==> config.mk <==
export PLATFORM = sky130hd
export DESIGN_NAME = soft_timer_task_table_core
export DESIGN_NICKNAME = d
export VERILOG_FILES = /design/src/hdl/stt_pkg.sv /design/src/hdl/stt_slot_ram.sv /design/src/hdl/stt_eval.sv /design/src/hdl/soft_timer_task_table_core.sv
export SDC_FILE = /design/constraint.sdc
export NUM_CORES = 2
export LEC_CHECK = 0
export BUFFER_PORTS_ARGS = -buffer_cell sky130_fd_sc_hd__buf_4
export CORE_MARGIN = 3
export CORE_UTILIZATION = 44
export CTS_CLUSTER_DIAMETER = 50
export DETAILED_ROUTE_END_ITERATION = 10
export GPL_ROUTABILITY_DRIVEN = 0
export MAX_ROUTING_LAYER = met4
export PLACE_DENSITY = 0.6
export SYNTH_ARGS = -nofsm -noshare
export SYNTH_HDL_FRONTEND = slang
export SYNTH_SLANG_ARGS = --single-unit
export TNS_END_PERCENT = 20
==> constraint.sdc <==
create_clock -name clk_i -period 10 [get_ports clk_i]
set_input_delay 2 -clock clk_i [delete_from_list [all_inputs] [get_ports clk_i]]
set_output_delay 2 -clock clk_i [all_outputs]
set_load 0.02 [all_outputs]
==> src/hdl/stt_pkg.sv <==
// Shared types and constants of the timer task table.
`default_nettype none

package stt_pkg;

  localparam int unsigned CMD_W       = 2;
  localparam int unsigned SEL_W       = 4;
  localparam int unsigned DELAY_W     = 32;
  localparam int unsigned COUNT_W     = 32;
  localparam int unsigned SCALE_W     = 16;
  localparam int unsigned PROD_W      = COUNT_W + SCALE_W;
  localparam int unsigned HANDLER_W   = 8;
  localparam int unsigned ARG_W       = 16;
  localparam int unsigned KIND_W      = 3;
  localparam int unsigned MAX_RESULTS = 8;
  localparam int unsigned FIRE_CNT_W  = 4;

  localparam logic [SCALE_W-1:0] SCALE_RESET = 16'd1;

  typedef enum logic [CMD_W-1:0] {
    CMD_ADD  = 2'd0,
    CMD_DEL  = 2'd1,
    CMD_TICK = 2'd2,
    CMD_NONE = 2'd3
  } cmd_e;

  typedef enum logic [KIND_W-1:0] {
    K_ADDED   = 3'd0,
    K_FULL    = 3'd1,
    K_DELETED = 3'd2,
    K_BADSLOT = 3'd3,
    K_FIRED   = 3'd4,
    K_IDLE    = 3'd5
  } kind_e;

  typedef enum logic [3:0] {
    ST_IDLE,
    ST_ADD,
    ST_BAD,
    ST_DEL_RD,
    ST_DEL_WR,
    ST_T_RD,
    ST_T_INC,
    ST_T_MUL,
    ST_T_CMP,
    ST_T_FIN
  } state_e;

  // One slot of the task table as held in the slot RAM.
  typedef struct packed {
    logic [DELAY_W-1:0]   delay;
    logic [COUNT_W-1:0]   count;
    logic                 once;
    logic [HANDLER_W-1:0] handler;
    logic [ARG_W-1:0]     arg_a;
    logic [ARG_W-1:0]     arg_b;
  } entry_t;

  typedef struct packed {
    kind_e                kind;
    logic [SEL_W-1:0]     slot;
    logic [HANDLER_W-1:0] handler;
    logic [ARG_W-1:0]     arg_a;
    logic [ARG_W-1:0]     arg_b;
    logic                 last;
  } result_t;

  typedef struct packed {
    logic inc_en;
    logic mul_en;
  } eval_ctrl_t;

endpackage

`default_nettype wire

==> src/hdl/stt_slot_ram.sv <==
// Slot RAM: one write port, one registered read port.
`default_nettype none

module stt_slot_ram #(
  parameter int unsigned DEPTH = 8,
  parameter int unsigned AW    = 3
) (
  input  wire logic            clk_i,
  input  wire logic            we_i,
  input  wire logic [AW-1:0]   waddr_i,
  input  wire stt_pkg::entry_t wdata_i,
  input  wire logic            re_i,
  input  wire logic [AW-1:0]   raddr_i,
  output stt_pkg::entry_t      rdata_o
);
  import stt_pkg::*;

  entry_t mem_q [DEPTH];
  entry_t rdata_q;

  always_ff @(posedge clk_i) begin
    if (we_i) begin
      mem_q[waddr_i] <= wdata_i;
    end
  end

  // Read data holds until the next read.
  always_ff @(posedge clk_i) begin
    if (re_i) begin
      rdata_q <= mem_q[raddr_i];
    end
  end

  assign rdata_o = rdata_q;

endmodule

`default_nettype wire

==> src/hdl/stt_eval.sv <==
// Slot evaluation: saturating count increment, scale product and delay compare.
`default_nettype none

module stt_eval (
  input  wire logic                          clk_i,
  input  wire stt_pkg::eval_ctrl_t           ctrl_i,
  input  wire logic [stt_pkg::COUNT_W-1:0]   count_i,
  input  wire logic [stt_pkg::DELAY_W-1:0]   delay_i,
  input  wire logic [stt_pkg::SCALE_W-1:0]   scale_i,
  output logic      [stt_pkg::COUNT_W-1:0]   count_o,
  output logic                               due_o
);
  import stt_pkg::*;

  logic [COUNT_W-1:0] cnt_q;
  logic [COUNT_W-1:0] cnt_d;
  logic [PROD_W-1:0]  prod_q;
  logic [PROD_W-1:0]  prod_d;

  always_comb begin
    cnt_d  = (count_i == '1) ? count_i : count_i + COUNT_W'(1);
    prod_d = PROD_W'(cnt_q) * PROD_W'(scale_i);
  end

  always_ff @(posedge clk_i) begin
    if (ctrl_i.inc_en) begin
      cnt_q <= cnt_d;
    end
    if (ctrl_i.mul_en) begin
      prod_q <= prod_d;
    end
  end

  assign count_o = cnt_q;
  assign due_o   = prod_q >= PROD_W'(delay_i);

endmodule

`default_nettype wire

==> src/hdl/soft_timer_task_table_core.sv <==
// Top level of the timer task table: command sequencer, slot flags and result register.
`default_nettype none

// Timer task table with TASK_SLOTS slots. Commands arrive one transaction at a
// time: add (takes the lowest free slot), delete (makes a slot one-shot) and
// tick (advances every slot counter and reports each slot that falls due).
// Slot contents live in a single-port-read RAM; busy flags are flops cleared by
// reset, so no clearing pass is needed. One command is handled at a time and
// in_stall_o is high until it is finished. A tick runs, for each slot, a chain
// of RAM read, saturating increment, 32x16 scale multiply and 48-bit compare
// with write-back, one step per cycle while the compare step is not held by
// the output register, with the next slot's read issued in the compare step.
// A tick yields one "fired" result per due slot, lowest slot first and at most
// eight, the final one flagged with last_o, or a single "nothing fired"
// result. A fired result is held back until the next firing or the end of
// the tick so that last_o can be set on it. Results leave through an output
// register; a write to tick_scale (cfg_we_i) is meant for an idle block.
module soft_timer_task_table_core #(
  parameter int unsigned TASK_SLOTS = 8
) (
  input  wire logic                            clk_i,
  input  wire logic                            rst_ni,
  input  wire logic                            cfg_we_i,
  input  wire logic [stt_pkg::SCALE_W-1:0]     cfg_wdata_i,
  input  wire logic                            in_valid_i,
  output logic                                 in_stall_o,
  input  wire logic [stt_pkg::CMD_W-1:0]       cmd_i,
  input  wire logic [stt_pkg::SEL_W-1:0]       slot_sel_i,
  input  wire logic [stt_pkg::DELAY_W-1:0]     delay_ms_i,
  input  wire logic                            one_shot_i,
  input  wire logic [stt_pkg::HANDLER_W-1:0]   handler_id_i,
  input  wire logic [stt_pkg::ARG_W-1:0]       arg_a_i,
  input  wire logic [stt_pkg::ARG_W-1:0]       arg_b_i,
  output logic                                 out_valid_o,
  input  wire logic                            out_stall_i,
  output logic      [stt_pkg::KIND_W-1:0]      kind_o,
  output logic      [stt_pkg::SEL_W-1:0]       slot_out_o,
  output logic      [stt_pkg::HANDLER_W-1:0]   fired_handler_o,
  output logic      [stt_pkg::ARG_W-1:0]       fired_arg_a_o,
  output logic      [stt_pkg::ARG_W-1:0]       fired_arg_b_o,
  output logic                                 last_o
);
  import stt_pkg::*;

  localparam int unsigned SLOT_W = (TASK_SLOTS > 1) ? $clog2(TASK_SLOTS) : 1;

  state_e                 state_q, state_d;
  logic [SLOT_W-1:0]      idx_q, idx_d;
  logic [FIRE_CNT_W-1:0]  fire_cnt_q, fire_cnt_d;
  logic [TASK_SLOTS-1:0]  busy_q, busy_d;
  logic [SCALE_W-1:0]     scale_q;
  logic                   pend_valid_q, pend_valid_d;
  result_t                pend_q, pend_d;
  logic                   out_valid_q, out_valid_d;
  result_t                out_q, out_d;

  // captured command
  logic [SEL_W-1:0]       sel_q;
  logic [DELAY_W-1:0]     delay_q;
  logic                   once_q;
  logic [HANDLER_W-1:0]   handler_q;
  logic [ARG_W-1:0]       arg_a_q;
  logic [ARG_W-1:0]       arg_b_q;

  logic                   in_acc;
  logic                   out_free;
  logic                   out_load;
  result_t                out_res;
  logic [SLOT_W-1:0]      free_idx;
  logic                   any_free;
  logic                   last_slot;
  logic                   fire;
  logic                   proceed;

  logic                   mem_we;
  logic [SLOT_W-1:0]      mem_waddr;
  entry_t                 mem_wdata;
  logic                   mem_re;
  logic [SLOT_W-1:0]      mem_raddr;
  entry_t                 mem_rdata;

  eval_ctrl_t             ev_ctrl;
  logic [COUNT_W-1:0]     ev_count;
  logic                   ev_due;

  stt_slot_ram #(
    .DEPTH (TASK_SLOTS),
    .AW    (SLOT_W)
  ) u_ram (
    .clk_i   (clk_i),
    .we_i    (mem_we),
    .waddr_i (mem_waddr),
    .wdata_i (mem_wdata),
    .re_i    (mem_re),
    .raddr_i (mem_raddr),
    .rdata_o (mem_rdata)
  );

  stt_eval u_eval (
    .clk_i   (clk_i),
    .ctrl_i  (ev_ctrl),
    .count_i (mem_rdata.count),
    .delay_i (mem_rdata.delay),
    .scale_i (scale_q),
    .count_o (ev_count),
    .due_o   (ev_due)
  );

  assign in_stall_o = (state_q != ST_IDLE);
  assign in_acc     = in_valid_i && (state_q == ST_IDLE);
  assign out_free   = !out_valid_q || !out_stall_i;
  assign last_slot  = (idx_q == SLOT_W'(TASK_SLOTS - 1));

  // Lowest free slot.
  always_comb begin
    free_idx = '0;
    any_free = 1'b0;
    for (int i = TASK_SLOTS - 1; i >= 0; i--) begin
      if (!busy_q[i]) begin
        free_idx = SLOT_W'(i);
        any_free = 1'b1;
      end
    end
  end

  // Slot falls due; capped at MAX_RESULTS firings per tick.
  assign fire = busy_q[idx_q] && (mem_rdata.handler != '0) && ev_due &&
                (fire_cnt_q < FIRE_CNT_W'(MAX_RESULTS));
  // A new firing pushes the held one out, which needs the output register.
  assign proceed = !fire || !pend_valid_q || out_free;

  // Next state.
  always_comb begin
    state_d = state_q;
    unique case (state_q)
      ST_IDLE: begin
        if (in_acc) begin
          unique case (cmd_e'(cmd_i))
            CMD_ADD:  state_d = ST_ADD;
            CMD_DEL:  state_d = ({1'b0, slot_sel_i} < (SEL_W + 1)'(TASK_SLOTS)) ?
                                ST_DEL_RD : ST_BAD;
            CMD_TICK: state_d = ST_T_RD;
            CMD_NONE: state_d = ST_IDLE;
          endcase
        end
      end
      ST_ADD, ST_BAD, ST_DEL_WR, ST_T_FIN: begin
        if (out_free) state_d = ST_IDLE;
      end
      ST_DEL_RD: state_d = ST_DEL_WR;
      ST_T_RD:   state_d = ST_T_INC;
      ST_T_INC:  state_d = ST_T_MUL;
      ST_T_MUL:  state_d = ST_T_CMP;
      ST_T_CMP: begin
        if (proceed) state_d = last_slot ? ST_T_FIN : ST_T_INC;
      end
      default:   state_d = ST_IDLE;
    endcase
  end

  // Datapath control and result formation.
  always_comb begin
    mem_we       = 1'b0;
    mem_waddr    = idx_q;
    mem_wdata    = mem_rdata;
    mem_re       = 1'b0;
    mem_raddr    = idx_q;
    ev_ctrl      = '0;
    busy_d       = busy_q;
    idx_d        = idx_q;
    fire_cnt_d   = fire_cnt_q;
    pend_valid_d = pend_valid_q;
    pend_d       = pend_q;
    out_load     = 1'b0;
    out_res      = '0;
    out_res.last = 1'b1;

    unique case (state_q)
      ST_IDLE: begin
        idx_d        = '0;
        fire_cnt_d   = '0;
        pend_valid_d = 1'b0;
      end
      ST_ADD: begin
        if (out_free) begin
          out_load = 1'b1;
          if (any_free) begin
            mem_we            = 1'b1;
            mem_waddr         = free_idx;
            mem_wdata.delay   = delay_q;
            mem_wdata.count   = '0;
            mem_wdata.once    = once_q;
            mem_wdata.handler = handler_q;
            mem_wdata.arg_a   = arg_a_q;
            mem_wdata.arg_b   = arg_b_q;
            busy_d[free_idx]  = 1'b1;
            out_res.kind      = K_ADDED;
            out_res.slot      = SEL_W'(free_idx);
          end else begin
            out_res.kind = K_FULL;
          end
        end
      end
      ST_BAD: begin
        out_load     = out_free;
        out_res.kind = K_BADSLOT;
        out_res.slot = sel_q;
      end
      ST_DEL_RD: begin
        mem_re    = 1'b1;
        mem_raddr = sel_q[SLOT_W-1:0];
      end
      ST_DEL_WR: begin
        // read-modify-write of the selected slot: only the one-shot flag changes
        if (out_free) begin
          mem_we         = 1'b1;
          mem_waddr      = sel_q[SLOT_W-1:0];
          mem_wdata.once = 1'b1;
          out_load       = 1'b1;
          out_res.kind   = K_DELETED;
          out_res.slot   = sel_q;
        end
      end
      ST_T_RD: begin
        mem_re = 1'b1;
      end
      ST_T_INC: begin
        ev_ctrl.inc_en = 1'b1;
      end
      ST_T_MUL: begin
        ev_ctrl.mul_en = 1'b1;
      end
      ST_T_CMP: begin
        if (proceed) begin
          mem_we          = 1'b1;
          mem_wdata.count = fire ? '0 : ev_count;
          if (fire) begin
            if (pend_valid_q) begin
              out_load     = 1'b1;
              out_res      = pend_q;
              out_res.last = 1'b0;
            end
            pend_valid_d   = 1'b1;
            pend_d.kind    = K_FIRED;
            pend_d.slot    = SEL_W'(idx_q);
            pend_d.handler = mem_rdata.handler;
            pend_d.arg_a   = mem_rdata.arg_a;
            pend_d.arg_b   = mem_rdata.arg_b;
            pend_d.last    = 1'b1;
            fire_cnt_d     = fire_cnt_q + FIRE_CNT_W'(1);
            if (mem_rdata.once) busy_d[idx_q] = 1'b0;
          end
          if (!last_slot) begin
            // next slot read overlaps this write-back; addresses differ
            idx_d     = idx_q + SLOT_W'(1);
            mem_re    = 1'b1;
            mem_raddr = idx_q + SLOT_W'(1);
          end
        end
      end
      ST_T_FIN: begin
        if (out_free) begin
          out_load = 1'b1;
          if (pend_valid_q) begin
            out_res      = pend_q;
            out_res.last = 1'b1;
          end else begin
            out_res.kind = K_IDLE;
          end
          pend_valid_d = 1'b0;
        end
      end
      default: ;
    endcase
  end

  // Output register: loads only when empty or being taken.
  always_comb begin
    if (out_load) begin
      out_valid_d = 1'b1;
      out_d       = out_res;
    end else begin
      out_valid_d = out_valid_q && out_stall_i;
      out_d       = out_q;
    end
  end

  always_ff @(posedge clk_i or negedge rst_ni) begin
    if (!rst_ni) begin
      state_q      <= ST_IDLE;
      idx_q        <= '0;
      fire_cnt_q   <= '0;
      busy_q       <= '0;
      scale_q      <= SCALE_RESET;
      pend_valid_q <= 1'b0;
      out_valid_q  <= 1'b0;
    end else begin
      state_q      <= state_d;
      idx_q        <= idx_d;
      fire_cnt_q   <= fire_cnt_d;
      busy_q       <= busy_d;
      pend_valid_q <= pend_valid_d;
      out_valid_q  <= out_valid_d;
      if (cfg_we_i) scale_q <= cfg_wdata_i;
    end
  end

  // payload registers, no reset
  always_ff @(posedge clk_i) begin
    pend_q <= pend_d;
    out_q  <= out_d;
    if (in_acc) begin
      sel_q     <= slot_sel_i;
      delay_q   <= delay_ms_i;
      once_q    <= one_shot_i;
      handler_q <= handler_id_i;
      arg_a_q   <= arg_a_i;
      arg_b_q   <= arg_b_i;
    end
  end

  assign out_valid_o     = out_valid_q;
  assign kind_o          = out_q.kind;
  assign slot_out_o      = out_q.slot;
  assign fired_handler_o = out_q.handler;
  assign fired_arg_a_o   = out_q.arg_a;
  assign fired_arg_b_o   = out_q.arg_b;
  assign last_o          = out_q.last;

endmodule

`default_nettype wire

==> summary.txt <==
Hold path
  • Min-Delay Endpoint: pend_q[32]
  • Hold path start: u_ram.rdata_o[31]
  • Hold Crit Class: reg -> reg
  • Worst hold path cell count: 0

Route
  • WL final: approximately 150 mm
  • Router iterations before antenna repair: 5
  • Routed vias/inst: 5.34
  • DR iter-0 viols: 2451
  • Remaining DRCs: 0
  • Via count: 35700
  • Final ANT Viol Nets: 0
  • Drt wl/cell: 22.6 um

Final layout
  • Register Area: 0.0368 mm^2
  • Nets: 5324
  • Syn-to-layout area delta: 11.5%
  • Multi-input gate area: 0.0254 mm^2
  • Layout cells sized above 1: 13.6%
  • Final Util: 49.6%
  • Fill count: approximately 12000

Logic synthesis
  • Synthesized instance count: between 4000 and 5000
  • Asr flop ratio synth: under 10%
  • Multiplexer share of the synthesized area: a little over an eighth
  • Largest family of logic cells by synthesized area: adder cells
  • Synth Area in Compound Gates: under 10%
  • Synth Cell Area: 0.0651 mm^2
  • Syn_area_per_cell: ~14 um^2
  • Syn Nets: slightly above 5000
  • Top_reg_cell synth: edfxtp_1
  • Yosys reg bits: 1230
  • Adder-cell share of the synthesized area: between 10% and 20%
  • Warnings, synthesis: 0
  • Post-synth EDFFs: 1193
  • Xor-xnor portion of the synthesized cell area: under 10%
  • Sequential area share after synthesis: between 50% and 60%
  • Simple-gate share of the synthesized area: 6.27%
  • Post-synth cell types: 65

Timing
  • Fin crit share: 74.9%
  • RSZ-0062 raised after global routing: no
  • Worst relative slew slack: around 2.0%
  • Pins Over Slew Limit: 0
  • # setup viols final: 0
  • Fin crit period: 7.49 ns
  • Slew @ Worst Pin: 1.47 ns
  • Max Clk Rate: 0.134 GHz
  • Setup TNS: 0 ns
  • Clock skew: about 0.041 ns
  • Hold Violations, Final: 0

Floorplan
  • Die area: approximately 0.15 mm^2
  • IO Count: 150
  • Die height: 391 um
  • Num rows: 140
  • Core outline area: 0.146 mm^2
  • Chip Width: roughly 400 um
  • Starting density of the core: 44.5%

Worst setup path
  • Arr. time, crit path: 7.99 ns
  • Reg2reg path depth: 23
  • Setup CP Type: reg -> reg
  • Worst flop-to-flop path endpoint: u_eval.prod_q[46]
  • CP startpoint kind: register
  • Worst setup path start: scale_q[2]
  • Crit. End Element: register
  • R2r startpoint: scale_q[2]
  • Critical Path RT: 10.50 ns
  • Worst R2R Setup Slack: 2.51 ns
  • Worst-path fanout max: 19

Global route
  • Grt ovf: 0
  • First-pass GRT wire length: ~230 mm
  • Largest net degree at the start of global routing: 127
  • Vias in the first global route: 37600
  • Initial antenna violation count: 5
  • Overall Global Routing Usage: 20.7%

Clocking
  • CTS Buffer Depth: 3
  • Num CTS Buffers: 139
  • Clock Sinks: roughly 1200
  • CTS tree: yes
  • # resized after CTS: 0
  • Post-CTS Setup Inserts: 0
  • Clk slew on worst S/H paths: about 0.06 ns
  • Clock H-tree levels: 4
  • Worst skew pair latency: 0.78 ns
  • # hold bufs at CTS: 0
  • CTS root buffer: clkbuf_16

Placed design
  • Final HPWL DP: between 90 and 100 mm
  • Input/output buffers: roughly 150

Outcome
  • Status: finished clean

Job
  • Max cap viols: 0
## synth_stat cells, drive strengths merged, types with 36 or more instances
| cell type | n | area (um^2) |
|---|---|---|
| edfxtp | 1193 | 35800 |
| mux2i | 633 | 6340 |
| inv | 491 | 1840 |
| fa | 418 | 8370 |
| nand2 | 384 | 1440 |
| and2 | 254 | 1590 |
| mux2 | 196 | 2210 |
| clkbuf | 163 | 616 |
| ha | 155 | 1940 |
| a21oi | 63 | 315 |
| nor2 | 62 | 233 |
| o21ai | 51 | 255 |
| xnor2 | 50 | 438 |
| buf | 41 | 557 |
| a22o | 36 | 315 |
| dfrtp | 36 | 901 |
| nand3 | 36 | 180 |
## cells in the final DEF (no fill, tap or decap), types with 26 or more instances in the layout
cell type,Yosys,final
nand3_1,36,36
nor3_1,27,27
nor2_1,62,53
a22o_1,36,36
clkinv_2,0,26
fa_1,418,418
o21ai_0,50,48
ha_1,155,155
mux2_2,196,196
clkinv_1,0,32
dfrtp_1,36,36
clkbuf_16,0,139
xnor2_1,50,50
inv_1,491,490
a21oi_1,63,63
nand2_1,384,383
buf_4,0,221
mux2i_1,633,633
edfxtp_1,1193,1193
and2_1,254,253
## routing by layer
layer / GRT usage [%] / up-vias / part of all wire, %
li1: - / 16000 / -
met1: 28.6 / 18600 / 46
met2: 32.3 / 870 / 47
met3: 3.02 / 212 / 4.9
met4: 5.29 / 0 / 2.0
met5: - / - / 0
## final cells by class
cell class / count / area share (%)
Sequential cell: 1230 / 50.6
Tap cell: 1917 / 3.31
Timing Repair Buffer: 223 / 2.34
Clock inverter: 94 / 1.23
Clock buffer: 154 / 4.87
Inverter: 491 / 2.54
Antenna cell: 4 / 0.0138
Multi-Input combinational cell: 2566 / 35.1
## through the flow
step / hold WS (ns) / area [um^2] / setup slack (ns) / cells
detailed placement: 0.431 / 68100 / 2.54 / 6427
global route: 0.463 / 72600 / 2.24 / 6677
floorplan: 0.420 / 65100 / 1.64 / 4491
finish: 0.447 / 72600 / 2.51 / 6679
CTS: 0.449 / 72600 / 2.53 / 6675
global placement: 0.427 / 68100 / 2.65 / 6427
## worst max path at each step
| stage | to | slack, ns | cells after the start |
|---|---|---|---|
| after CTS | u_eval.prod_q[46] | 2.53 | 23 |
| final | u_eval.prod_q[46] | 2.51 | 23 |
| after global routing | u_eval.prod_q[46] | 2.24 | 24 |
| after floorplan | u_ram.mem_q[6][0] | 1.64 | 8 |
| after detailed placement | u_eval.prod_q[46] | 2.54 | 23 |
| after global placement | u_eval.prod_q[46] | 2.65 | 23 |
## registers in the layout, indices dropped and copies added (netlist names), 8 cells and up
register / count
scale_q: 16
handler_q: 8
busy_q: 8
arg_a_q: 16
u_eval.prod_q: 48
fired_arg_b_o: 16
fired_handler_o: 8
u_ram.rdata_o: 105
u_ram.mem_q: 840
arg_b_q: 16
fired_arg_a_o: 16
delay_q: 32
u_eval.count_o: 32
pend_q: 43
## worst max-delay path, cell delays in order (launching register included)
cell and delay [ns]:
dfrtp_1 0.85, buf_4 0.40, nand2_1 0.12, fa_1 0.52, fa_1 0.53, fa_1 0.52
inv_1 0.05, fa_1 0.52, fa_1 0.50, inv_1 0.05, fa_1 0.47, inv_1 0.04
ha_1 0.35, and3_1 0.24, and3_1 0.17, a211oi_1 0.04, a21bo_2 0.23, o21ai_1 0.10
buf_4 0.18, o21ai_0 0.57, nand3_1 0.19, a211o_1 0.32, o211ai_1 0.19, xor2_1 0.08
## cells by family after synthesis
family	count (synthesis)
xor gates and xnor gates	75
adders and majority gates	573
DFF	1230
and+or+nand+nor	839
buffers and inverters	695
muxes	831
AOI/OAI and AO/OA	248
Power is left out: the tool's default activity adds up to more than one toggle a clock period on the data nets, which glitch-free logic cannot reach.
